--- src/design/julia_escape_time_pixel_assert.svh ---
// ---------------------------------------------------------------------------
// julia escape time pixel assertion macros
// clocked on i_clk, disabled while i_rst_n is low
// ---------------------------------------------------------------------------
`ifndef JULIA_ESCAPE_TIME_PIXEL_ASSERT_SVH
`define JULIA_ESCAPE_TIME_PIXEL_ASSERT_SVH

// same-cycle implication
`define JETP_ASSERT_SAME(label, ante, cons) \
    label: assert property (@(posedge i_clk) disable iff (!i_rst_n) (ante) |-> (cons)) \
        else $error("julia escape time pixel assertion failed");

// next-cycle implication
`define JETP_ASSERT_NEXT(label, ante, cons) \
    label: assert property (@(posedge i_clk) disable iff (!i_rst_n) (ante) |=> (cons)) \
        else $error("julia escape time pixel assertion failed");

`endif

--- src/design/jetp_pkg.sv ---
// ---------------------------------------------------------------------------
// jetp_pkg
// shared constants, types and helpers of the julia escape time pixel block
// ---------------------------------------------------------------------------
`default_nettype none

package jetp_pkg;

    localparam int IMAGE_SIDE  = 1024;
    localparam int FRAC_BITS   = 28;
    localparam int COORD_W     = 10;
    localparam int PLANE_W     = 32;
    localparam int COUNT_W     = 16;
    localparam int STEP_W      = 31;
    localparam int PROD_W      = 2 * PLANE_W;
    localparam int START_W     = COORD_W + STEP_W;
    localparam int CFG_IDX_W   = 3;
    localparam int CFG_DATA_W  = 32;
    localparam int S_TDATA_W   = 24;
    localparam int M_TDATA_W   = 40;

    // coordinate reduction, side is a power of two
    localparam logic [COORD_W-1:0] COORD_MASK = COORD_W'(IMAGE_SIDE - 1);

    // |z|^2 > 4 with 2*FRAC_BITS fraction bits
    localparam logic [PROD_W-1:0] ESCAPE_BOUND = PROD_W'(4) << (2 * FRAC_BITS);

    localparam logic signed [PROD_W-1:0] PLANE_MAX = PROD_W'(64'sh0000_0000_7FFF_FFFF);
    localparam logic signed [PROD_W-1:0] PLANE_MIN = PROD_W'(64'shFFFF_FFFF_8000_0000);

    // register indexes
    localparam logic [CFG_IDX_W-1:0] REG_CONST_REAL  = 3'd0;
    localparam logic [CFG_IDX_W-1:0] REG_CONST_IMAG  = 3'd1;
    localparam logic [CFG_IDX_W-1:0] REG_ITER_LIMIT  = 3'd2;
    localparam logic [CFG_IDX_W-1:0] REG_PIXEL_STEP  = 3'd3;
    localparam logic [CFG_IDX_W-1:0] REG_ORIGIN_REAL = 3'd4;
    localparam logic [CFG_IDX_W-1:0] REG_ORIGIN_IMAG = 3'd5;

    // reset values
    localparam logic signed [PLANE_W-1:0] RST_CONST_REAL  = 32'sd0;
    localparam logic signed [PLANE_W-1:0] RST_CONST_IMAG  = 32'sd0;
    localparam logic [COUNT_W-1:0]        RST_ITER_LIMIT  = 16'd100;
    localparam logic [STEP_W-1:0]         RST_PIXEL_STEP  = 31'd1342177;
    localparam logic signed [PLANE_W-1:0] RST_ORIGIN_REAL = -32'sd536870912;
    localparam logic signed [PLANE_W-1:0] RST_ORIGIN_IMAG = -32'sd536870912;

    typedef struct packed {
        logic signed [PLANE_W-1:0] const_real;
        logic signed [PLANE_W-1:0] const_imag;
        logic [COUNT_W-1:0]        iter_limit;
        logic [STEP_W-1:0]         pixel_step;
        logic signed [PLANE_W-1:0] origin_real;
        logic signed [PLANE_W-1:0] origin_imag;
    } t_cfg;

    typedef struct packed {
        logic load;
        logic start_mul;
        logic start_add;
        logic square;
        logic step;
        logic capture;
    } t_dp_cmd;

    typedef struct packed {
        logic escaped;
        logic at_limit;
    } t_dp_status;

    function automatic logic signed [PLANE_W-1:0] sat_plane(input logic signed [PROD_W-1:0] v);
        logic signed [PLANE_W-1:0] res;
        if (v > PLANE_MAX) begin
            res = PLANE_MAX[PLANE_W-1:0];
        end else if (v < PLANE_MIN) begin
            res = PLANE_MIN[PLANE_W-1:0];
        end else begin
            res = v[PLANE_W-1:0];
        end
        return res;
    endfunction

endpackage

`default_nettype wire

--- src/design/jetp_regs.sv ---
// ---------------------------------------------------------------------------
// jetp_regs
// configuration register file written through the cfg channel
// ---------------------------------------------------------------------------
`default_nettype none

module jetp_regs (
    input  wire logic                           i_clk,
    input  wire logic                           i_rst_n,
    input  wire logic                           i_cfg_valid,
    input  wire logic [jetp_pkg::CFG_IDX_W-1:0] i_cfg_index,
    input  wire logic [jetp_pkg::CFG_DATA_W-1:0] i_cfg_data,
    output jetp_pkg::t_cfg                      o_cfg
);
    import jetp_pkg::*;

    t_cfg r_cfg;
    t_cfg n_cfg;

    always_comb begin
        n_cfg = r_cfg;
        if (i_cfg_valid) begin
            unique case (i_cfg_index)
                REG_CONST_REAL:  n_cfg.const_real  = i_cfg_data;
                REG_CONST_IMAG:  n_cfg.const_imag  = i_cfg_data;
                REG_ITER_LIMIT:  n_cfg.iter_limit  = i_cfg_data[COUNT_W-1:0];
                REG_PIXEL_STEP:  n_cfg.pixel_step  = i_cfg_data[STEP_W-1:0];
                REG_ORIGIN_REAL: n_cfg.origin_real = i_cfg_data;
                REG_ORIGIN_IMAG: n_cfg.origin_imag = i_cfg_data;
                default:         n_cfg = r_cfg;
            endcase
        end
    end

    always_ff @(posedge i_clk) begin
        if (!i_rst_n) begin
            r_cfg.const_real  <= RST_CONST_REAL;
            r_cfg.const_imag  <= RST_CONST_IMAG;
            r_cfg.iter_limit  <= RST_ITER_LIMIT;
            r_cfg.pixel_step  <= RST_PIXEL_STEP;
            r_cfg.origin_real <= RST_ORIGIN_REAL;
            r_cfg.origin_imag <= RST_ORIGIN_IMAG;
        end else begin
            r_cfg <= n_cfg;
        end
    end

    assign o_cfg = r_cfg;

endmodule

`default_nettype wire

--- config.mk ---
export PLATFORM = sky130hd
export DESIGN_NAME = jetp_regs
export DESIGN_NICKNAME = d
export VERILOG_FILES = /design/src/design/julia_escape_time_pixel_assert.svh /design/src/design/jetp_pkg.sv /design/src/design/jetp_regs.sv
export SDC_FILE = /design/constraint.sdc
export NUM_CORES = 1
export LEC_CHECK = 0
export BUFFER_PORTS_ARGS = -buffer_cell sky130_fd_sc_hd__buf_2
export CORE_MARGIN = 1
export CORE_UTILIZATION = 50
export DETAILED_ROUTE_END_ITERATION = 16
export PLACE_DENSITY = 0.77
export SETUP_SLACK_MARGIN = 0.02
export SYNTH_ARGS = -nofsm -noshare
export SYNTH_HDL_FRONTEND = slang
export SYNTH_SLANG_ARGS = --single-unit
--- constraint.sdc ---
create_clock -name i_clk -period 1.57 [get_ports i_clk]
set_input_delay 0.157 -clock i_clk [delete_from_list [all_inputs] [get_ports i_clk]]
set_output_delay 0.157 -clock i_clk [all_outputs]
set_load 0.01 [all_outputs]
==> impl_results.md <==
- Maximum root-to-sink buffer count: 2
- Total CTS buffers: 17
- Area of placed instances: 7780 um2
- Die width: 117 um
- Slew @ Worst Pin: 0.368 ns
- Crit start category: register
- Syn_area_per_cell: 10.4 um2
- HP Class: primary input to register
- Final WS setup: 0.485 ns
- Antenna violations before repair: 0
- Nets: 867
- Initial Util: about half
- Dpl hpwl: 11600 um
- I/O pins: 213
- Core Util, Final: between 60% and 70%
- Vias in the first global route: 4954
- DRC viols: 0
- Yosys reg bits: 175
- Mapped cell area: 6560 um2
- Total track usage: 24.8%
- Placer Congestion: 0.769
- Clk_lat worst skew: about 0.42 ns
- Clk_skew: 0 ns
- Starting DRC count in detailed routing: 239
- Share of the synthesized area in the top cell type: 53.4%
- Max reg flops: 175
- Post-route setup TNS: 0 ns
- Area Overhead vs Synth: 28.4%
- Worst VDD drop: ~0.7 mV
- CORE AREA: 12700 um2
- HP Start: i_cfg_data[30]
- First-pass GRT wire length: 25300 um
- Post-Place Setup Slack: 0.147 ns
- Drt total wl: 16500 um
- Crit path kind: register to output port
- Largest cells by area after synthesis: dfxtp_1 53%, mux2i_1 27%, nand2_1 11%, nor2b_1 3.3%, buf_6 1.4%
- EDFF count, synth: 0
- # H-tree levels: 4
- RSZ-0062 raised after global routing: false
- Met3 routed WL: 1110 um
- Clk slew on worst S/H paths: 0.06 ns
- CTS tree: built
- Clock sink count: about 180
- # fillers: 1005
- Crit end category: output port
- Post-Synthesis Cells: 628
- Chip Height: 117 um
- Most common library cells after synthesis: 187 x nand2_1, 175 x dfxtp_1, 175 x mux2i_1
- Hold endpoint: o_cfg[30]$_SDFFE_PN1P_
- Slowest-stage cell, CP: dfxtp_1
- Antenna Nets Post-Route: 0
- Post-DR wirelength/cell: 16.3 um
- CP peak stage delay: 0.36 ns
- Family with the most delay on the worst path: flip-flops
- Synth unique cells: 15
- Post-synth top flop: dfxtp_1
- Fin. max-slew vios: 0
- Worst-path fanout max: 2
- Vias: 5097
- Reg2Reg Depth: 2
- Met1 WL: 6970 um
- Worst hold slack: about 0.018 ns
- PwrDens: about 1100 nW/um2
- Clock period minus worst slack: 1.08 ns
- Syn. warnings: 0
- Final setup vio count: 0
- TritonRoute pass-1 iters: 5
- Async set-reset flop share out of synthesis: 0%
- Hold Path Depth: 3
- Post-synthesis sequential area ratio: 53.4%
- Most frequent cell after synthesis: nand2_1
- Outcome: finished clean
- Post-route cell area: 8420 um2
- Syn nets: approximately 670
- CP Cell Sequence: buf_2
- Rows: 41
- Worst EP required: 1.41 ns
- Final hold vios: 0
- Largest area contributor in the netlist: dfxtp_1
- Via/cell ratio: 5.03
- Clk root buf: clkbuf_16
- WL met2: 7990 um
- Overflow after GRT: 0
- Max_slew headroom: 75.5%
- Max_cap viols: 0
- Reg-to-reg startpoint: o_cfg[70]$_SDFFE_PN1P_
- PortBufs: around 210
- LEAKAGE: 0.00424 uW
- Crit path DAT: 0.93 ns
- Worst Path Buf+Inv: 1
- Antenna cells: 0
- Fmax: 922 MHz
- Register-to-register path setup slack: 0.88 ns
- Uppermost layer routed: met4
- Fraction of layout cells with a size suffix above 1: 31.5%
- Final worst path period share: 69.1%
- Largest net degree at the start of global routing: between 80 and 90
- Worst r2r dst: o_cfg[70]$_SDFFE_PN1P_
- Die area: 13600 um2
-- cells in the final DEF (no fill, tap or decap), types with 2 or more instances in the layout --
cell / instances
buf_12: 5
clkinv_2: 2
clkbuf_16: 17
nand4b_1: 2
and4bb_2: 2
bufinv_16: 3
clkinv_4: 4
mux2i_1: 175
buf_4: 11
clkbuf_8: 3
buf_2: 211
nor2b_1: 35
nand2_1: 187
clkinvlp_4: 2
dfxtp_1: 175
-- metal layers --
layer  up-vias  track usage, %
met2       175            41.3
met5         -               0
li1       2466               -
met1      2422            28.9
met4         0            11.9
met3        34            7.89
-- through the flow --
step	std cells	power, uW
after floorplan	628	5070
after global placement	981	5300
after detailed placement	981	5320
after CTS	1014	9680
after global routing	1014	9930
final	1014	9620
-- repair_timing --
| action | CTS | global route |
|---|---|---|
| hold buffers | 1 | 0 |
| endpoints found under the hold margin | 1 | 0 |
| resized for setup | 0 | 0 |
| setup buffers | 0 | 0 |
-- kinds of logic (layout without fill, tap and decap cells) --
family                 Yosys count  in the layout  share of synthesized area (%)
and+or+nand+nor                231            231                           15.7
muxes                          175            175                           26.7
DFF                            175            175                           53.4
buffers and inverters           47            261                           4.14
-- area by class of cell --
| type | count | area (um2) | share of cell area [%] |
|---|---|---|---|
| Sequential cell | 175 | 3500 | 41.6 |
| Multi-Input combinational cell | 406 | 2810 | 33.4 |
| Timing Repair Buffer | 229 | 1260 | 15.0 |
| Clock buffer | 20 | 467 | 5.54 |
| Tap cell | 172 | 215 | 2.56 |
| Clock inverter | 12 | 159 | 1.89 |
-- how the worst max path moves through the flow --
stage          depth (start not counted)  slack (ns)                 endpoint                     from
2_1_floorplan                          4        0.39  o_cfg[144]$_SDFFE_PN0P_           i_cfg_index[0]
3_3_place_gp                           4        0.26  o_cfg[133]$_SDFFE_PN0P_              i_cfg_valid
3_5_place_dp                           4        0.15  o_cfg[128]$_SDFFE_PN0P_              i_cfg_valid
4_1_cts                                1        0.46               o_cfg[132]  o_cfg[132]$_SDFFE_PN0P_
5_1_grt                                1        0.44               o_cfg[132]  o_cfg[132]$_SDFFE_PN0P_
6_report                               1        0.49               o_cfg[128]  o_cfg[128]$_SDFFE_PN0P_
-- tightest hold or removal path: cells and delay by family --
kind          cells  cell delay, ns
buf+inv           1            0.09
mux               1            0.10
simple gates      1            0.05
-- power by group --
| group | switching [uW] | internal (uW) |
|---|---|---|
| Sequential | 51.2 | 4540 |
| Clock | 1750 | 2640 |
| Combinational | 377 | 258 |
| Total | 2180 | 7440 |
(Power assumes the default switching activity.)
