===== src/design/julia_escape_time_pixel_assert.svh =====
// ---------------------------------------------------------------------------
// julia escape time pixel assertion macros
// clocked on i_clk, disabled while i_rst_n is low
// ---------------------------------------------------------------------------
`ifndef JULIA_ESCAPE_TIME_PIXEL_ASSERT_SVH
`define JULIA_ESCAPE_TIME_PIXEL_ASSERT_SVH

// same-cycle implication
`define JETP_ASSERT_SAME(label, ante, cons) \
    label: assert property (@(posedge i_clk) disable iff (!i_rst_n) (ante) |-> (cons)) \
        else $error("julia escape time pixel assertion failed");

// next-cycle implication
`define JETP_ASSERT_NEXT(label, ante, cons) \
    label: assert property (@(posedge i_clk) disable iff (!i_rst_n) (ante) |=> (cons)) \
        else $error("julia escape time pixel assertion failed");

`endif


===== src/design/jetp_pkg.sv =====
// ---------------------------------------------------------------------------
// jetp_pkg
// shared constants, types and helpers of the julia escape time pixel block
// ---------------------------------------------------------------------------
`default_nettype none

package jetp_pkg;

    localparam int IMAGE_SIDE  = 1024;
    localparam int FRAC_BITS   = 28;
    localparam int COORD_W     = 10;
    localparam int PLANE_W     = 32;
    localparam int COUNT_W     = 16;
    localparam int STEP_W      = 31;
    localparam int PROD_W      = 2 * PLANE_W;
    localparam int START_W     = COORD_W + STEP_W;
    localparam int CFG_IDX_W   = 3;
    localparam int CFG_DATA_W  = 32;
    localparam int S_TDATA_W   = 24;
    localparam int M_TDATA_W   = 40;

    // coordinate reduction, side is a power of two
    localparam logic [COORD_W-1:0] COORD_MASK = COORD_W'(IMAGE_SIDE - 1);

    // |z|^2 > 4 with 2*FRAC_BITS fraction bits
    localparam logic [PROD_W-1:0] ESCAPE_BOUND = PROD_W'(4) << (2 * FRAC_BITS);

    localparam logic signed [PROD_W-1:0] PLANE_MAX = PROD_W'(64'sh0000_0000_7FFF_FFFF);
    localparam logic signed [PROD_W-1:0] PLANE_MIN = PROD_W'(64'shFFFF_FFFF_8000_0000);

    // register indexes
    localparam logic [CFG_IDX_W-1:0] REG_CONST_REAL  = 3'd0;
    localparam logic [CFG_IDX_W-1:0] REG_CONST_IMAG  = 3'd1;
    localparam logic [CFG_IDX_W-1:0] REG_ITER_LIMIT  = 3'd2;
    localparam logic [CFG_IDX_W-1:0] REG_PIXEL_STEP  = 3'd3;
    localparam logic [CFG_IDX_W-1:0] REG_ORIGIN_REAL = 3'd4;
    localparam logic [CFG_IDX_W-1:0] REG_ORIGIN_IMAG = 3'd5;

    // reset values
    localparam logic signed [PLANE_W-1:0] RST_CONST_REAL  = 32'sd0;
    localparam logic signed [PLANE_W-1:0] RST_CONST_IMAG  = 32'sd0;
    localparam logic [COUNT_W-1:0]        RST_ITER_LIMIT  = 16'd100;
    localparam logic [STEP_W-1:0]         RST_PIXEL_STEP  = 31'd1342177;
    localparam logic signed [PLANE_W-1:0] RST_ORIGIN_REAL = -32'sd536870912;
    localparam logic signed [PLANE_W-1:0] RST_ORIGIN_IMAG = -32'sd536870912;

    typedef struct packed {
        logic signed [PLANE_W-1:0] const_real;
        logic signed [PLANE_W-1:0] const_imag;
        logic [COUNT_W-1:0]        iter_limit;
        logic [STEP_W-1:0]         pixel_step;
        logic signed [PLANE_W-1:0] origin_real;
        logic signed [PLANE_W-1:0] origin_imag;
    } t_cfg;

    typedef struct packed {
        logic load;
        logic start_mul;
        logic start_add;
        logic square;
        logic step;
        logic capture;
    } t_dp_cmd;

    typedef struct packed {
        logic escaped;
        logic at_limit;
    } t_dp_status;

    function automatic logic signed [PLANE_W-1:0] sat_plane(input logic signed [PROD_W-1:0] v);
        logic signed [PLANE_W-1:0] res;
        if (v > PLANE_MAX) begin
            res = PLANE_MAX[PLANE_W-1:0];
        end else if (v < PLANE_MIN) begin
            res = PLANE_MIN[PLANE_W-1:0];
        end else begin
            res = v[PLANE_W-1:0];
        end
        return res;
    endfunction

endpackage

`default_nettype wire


===== src/design/jetp_ctrl.sv =====
// ---------------------------------------------------------------------------
// jetp_ctrl
// sequencer for start point, square and test steps, and output slot
// ---------------------------------------------------------------------------
`default_nettype none

module jetp_ctrl (
    input  wire logic           i_clk,
    input  wire logic           i_rst_n,
    input  wire logic           i_in_valid,
    output logic                o_in_ready,
    output logic                o_out_valid,
    input  wire logic           i_out_ready,
    input  wire jetp_pkg::t_dp_status i_status,
    output jetp_pkg::t_dp_cmd   o_cmd
);
    import jetp_pkg::*;

    localparam logic [2:0] S_IDLE = 3'd0;
    localparam logic [2:0] S_MUL  = 3'd1;
    localparam logic [2:0] S_ADD  = 3'd2;
    localparam logic [2:0] S_SQ   = 3'd3;
    localparam logic [2:0] S_TEST = 3'd4;
    localparam logic [2:0] S_OUT  = 3'd5;

    logic [2:0] r_state;
    logic [2:0] n_state;
    logic       r_out_valid;
    logic       n_out_valid;
    logic       w_slot_free;

    assign w_slot_free = !r_out_valid || i_out_ready;

    always_comb begin
        n_state = r_state;
        o_cmd   = '0;
        unique case (r_state)
            S_IDLE: begin
                if (i_in_valid) begin
                    o_cmd.load = 1'b1;
                    n_state    = S_MUL;
                end
            end
            S_MUL: begin
                o_cmd.start_mul = 1'b1;
                n_state         = S_ADD;
            end
            S_ADD: begin
                o_cmd.start_add = 1'b1;
                n_state         = S_SQ;
            end
            S_SQ: begin
                o_cmd.square = 1'b1;
                n_state      = S_TEST;
            end
            S_TEST: begin
                if (i_status.at_limit || i_status.escaped) begin
                    n_state = S_OUT;
                end else begin
                    o_cmd.step = 1'b1;
                    n_state    = S_SQ;
                end
            end
            S_OUT: begin
                if (w_slot_free) begin
                    o_cmd.capture = 1'b1;
                    n_state       = S_IDLE;
                end
            end
            default: n_state = S_IDLE;
        endcase
    end

    always_comb begin
        n_out_valid = r_out_valid;
        if (o_cmd.capture) begin
            n_out_valid = 1'b1;
        end else if (i_out_ready) begin
            n_out_valid = 1'b0;
        end
    end

    always_ff @(posedge i_clk) begin
        if (!i_rst_n) begin
            r_state     <= S_IDLE;
            r_out_valid <= 1'b0;
        end else begin
            r_state     <= n_state;
            r_out_valid <= n_out_valid;
        end
    end

    assign o_in_ready  = (r_state == S_IDLE);
    assign o_out_valid = r_out_valid;

endmodule

`default_nettype wire


===== config.mk =====
export PLATFORM = sky130hd
export DESIGN_NAME = jetp_ctrl
export DESIGN_NICKNAME = d
export VERILOG_FILES = /design/src/design/julia_escape_time_pixel_assert.svh /design/src/design/jetp_pkg.sv /design/src/design/jetp_ctrl.sv
export SDC_FILE = /design/constraint.sdc
export NUM_CORES = 1
export LEC_CHECK = 0
export BUFFER_PORTS_ARGS = -buffer_cell sky130_fd_sc_hd__buf_2
export CAP_MARGIN = 10
export CORE_AREA = 2 2 39 41
export DETAILED_ROUTE_END_ITERATION = 16
export DIE_AREA = 0 0 41 43
export SYNTH_ARGS = -nofsm -noshare
export SYNTH_HDL_FRONTEND = slang
export SYNTH_SLANG_ARGS = --single-unit

===== constraint.sdc =====
create_clock -name i_clk -period 3.1 [get_ports i_clk]
set_input_delay 0.31 -clock i_clk [delete_from_list [all_inputs] [get_ports i_clk]]
set_output_delay 0.31 -clock i_clk [all_outputs]
set_load 0.02 [all_outputs]

==> impl_metrics.csv <==
group,metric,value,unit
outcome,status,"finished clean",
pwr,power.density,516,nW/um^2
critical_path,cp_slowest_stage_delay,0.50,ns
floorplanning,dieArea,1760,um^2
synthesis,ranking_of_synthesized_cells_by_area,"sky130_fd_sc_hd__dfxtp_1 (32%), sky130_fd_sc_hd__nor2_1 (9.0%), sky130_fd_sc_hd__or4b_4 (5.5%)",
routing,vias,252,
sta,setup_viol,0,
global_route,antenna_found_initial,0,
sta,layout_worst_path_cycle_share,55.9,%
critical_path,worst-endpoint-arrival,1.42,ns
critical_path,cp_slowest_cell,"sky130_fd_sc_hd__or4b_4",
global_route,grt.total_usage,7.12,%
routing,drc,0,
finish,layout_common_cells,"sky130_fd_sc_hd__buf_2 (13), sky130_fd_sc_hd__nor2_1 (6), sky130_fd_sc_hd__dfxtp_1 (4)",
routing,first_pass_iters,2,
finish,final.fill_count,156,
clock_network,clk_transition_reported_paths,0.04,ns
synthesis,yosys.cell_types.count,21,
critical_path,worst_path_dominant_cell_family,"simple AND/OR/NAND/NOR gates",
routing,detail_route.vias_per_cell,4.06,
floorplanning,start_util,18.1,%
sta,final.setup.tns,0,ns
global_route,grt.overflow.total,0,
clock_network,tritoncts_num_sinks,4,
sta,clock.fmax,578,MHz
synthesis,mappedNetlistArea,250,um^2
critical_path,cp_num_buf_inv,1,
routing,postRouteAntennaNets,0,
sta,fin_worst_skew,0.000119,ns
global_route,grt_max_degree,9,
global_route,first_global_vias,231,
sta,tightest_slew,0.277,ns
critical_path,start_kind,"register",
run,cap_violations,0,
place,dp_hpwl,444,um
floorplanning,io_pins,14,
worst_hold_path,worst_hold_path_type,"primary input to register",
sta,finalCriticalPeriod,1.73,ns
critical_path,worst_setup_path_end_kind,"primary output",
clock_network,cts_resized,0,
place,globalplace.congestion,0.627,
floorplanning,die_height,43,um
finish,final_net_count,54,
critical_path,crit_type,"register to primary output",
synthesis,synth_async_sr_flop_share,0,%
sta,timing.final.max_slew_violations,0,
synthesis,synth.avg_cell_area,7.82,um^2
clock_network,cts_buffers,3,
global_route,grt_first_pass_wirelength,800,um
synthesis,postSynthNetCount,38,
routing,avgRoutedWirePerCell,8.60,um
synthesis,synth_edf_count,0,
synthesis,proportion_of_netlist_area_held_by_the_largest_area_contributor,32.0,%
finish,antenna_cells,0,
critical_path,sequence_of_cells_on_the_critical_path,"or4b_4, nor2_1, buf_2",
synthesis,synth.largest_area_cell,"sky130_fd_sc_hd__dfxtp_1",
pwr,maximum_vdd_drop,0.000135,V
clock_network,cts_setup_buffers,0,
synthesis,syn-instance-count,32,
clock_network,ctsRootBufferMaster,"sky130_fd_sc_hd__clkbuf_4",
routing,dr.first_iter.drc_count,2,
clock_network,later_pin_clock_latency_in_the_skew_report,0.23,ns
sta,hold_violations,0,
sta,slew_headroom,81.5,%
synthesis,ys.flop_type,"sky130_fd_sc_hd__dfxtp_1",
clock_network,cts_hold_buffers,0,
synthesis,synth.ff_latch_count,4,
floorplanning,fp.dieW,41,um
sta,grt_setup_unrepaired,"no",
synthesis,yosysWarnings,0,
critical_path,path_max_fanout,8,
finish,commonest_non_fill_non_tap_cell_in_the_layout,"sky130_fd_sc_hd__buf_2",
clock_network,clockBufferDepth,2,
finish,flow.area_growth_from_synthesis,38.0,%
finish,drive_above_1_share,41.3,%
clock_network,tritoncts,"done",
floorplanning,core_area,1380,um^2
routing,totalWireLength,533,um
place,port_buffers,13,
clock_network,htree_num_levels,1,
floorplanning,std_cell_rows,14,
synthesis,yosysSeqAreaShare,32.0,%
pwr,power.total,0.178,mW
critical_path,worst_ep_required_time,2.79,ns
pwr,power_leakage,0.173,nW
cell usage after synthesis (2+ instances only):
cell	number
sky130_fd_sc_hd__nand2_1	2
sky130_fd_sc_hd__nand2b_1	2
sky130_fd_sc_hd__dfxtp_1	4
sky130_fd_sc_hd__nor2_1	6
sky130_fd_sc_hd__nor3_1	2
flip-flops by register name, indices dropped and copies added, names as in the netlist:
register     flops
r_state          3
o_out_valid      1
area by class of cell:
type	count	area, um^2	area share [%]
clock buffers	3	22.5	6.52
inverters	1	3.75	1.09
multi-input cells	25	154	44.6
flip-flops and latches	4	80.1	23.2
well taps	16	20.0	5.80
repair buffers	13	65.1	18.8
worst reg2reg max path, delay by kind of cell, from the launching register on:
family | cells | cell delay (ns)
flip-flops | 1 | 0.43
AND/OR/NAND/NOR | 1 | 0.50
AO/OA/AOI/OAI | 2 | 0.24
logic make-up (layout without fill, tap and decap cells):
family / after synthesis / count (layout) / share of synthesized area [%]
compound gates: 6 / 6 / 18.5
buf+inv: 3 / 17 / 6.50
flops: 4 / 4 / 32.0
simple gates: 19 / 19 / 43.0
stage by stage:
step	worst slack, ns	area (um^2)	hold slack [ns]	cells	util, %
floorplan	1.49	250	0.427	32	-
global placement	1.61	323	0.507	59	23.3
detailed placement	1.59	323	0.511	59	23.3
CTS	1.35	345	0.339	62	25.0
global route	1.27	345	0.339	62	25.0
finish	1.37	345	0.342	62	25.0
metal layers:
layer	vias to the layer above	track usage, %	wire (um)
met2	5	12.2	291
met3	0	3.14	41
met4	0	6.00	0
met5	-	0	0
met1	111	5.45	200
li1	136	-	-
worst paths after layout:
path	from	to	slack [ns]	cells past startpoint
min reg2reg	o_out_valid$_SDFFE_PN0P_	o_out_valid$_SDFFE_PN0P_	0.51	2
min	i_rst_n	r_state[1]$_SDFFE_PN0P_	0.34	2
max reg2reg	r_state[2]$_SDFFE_PN0P_	r_state[1]$_SDFFE_PN0P_	1.87	3
max	r_state[2]$_SDFFE_PN0P_	o_cmd[1]	1.37	3
power breakdown:
part,switching (mW),internal (mW)
sequential,0.00848,0.0568
clock,0.0191,0.0432
combinational,0.0278,0.0227
(Power assumes the default switching activity.)
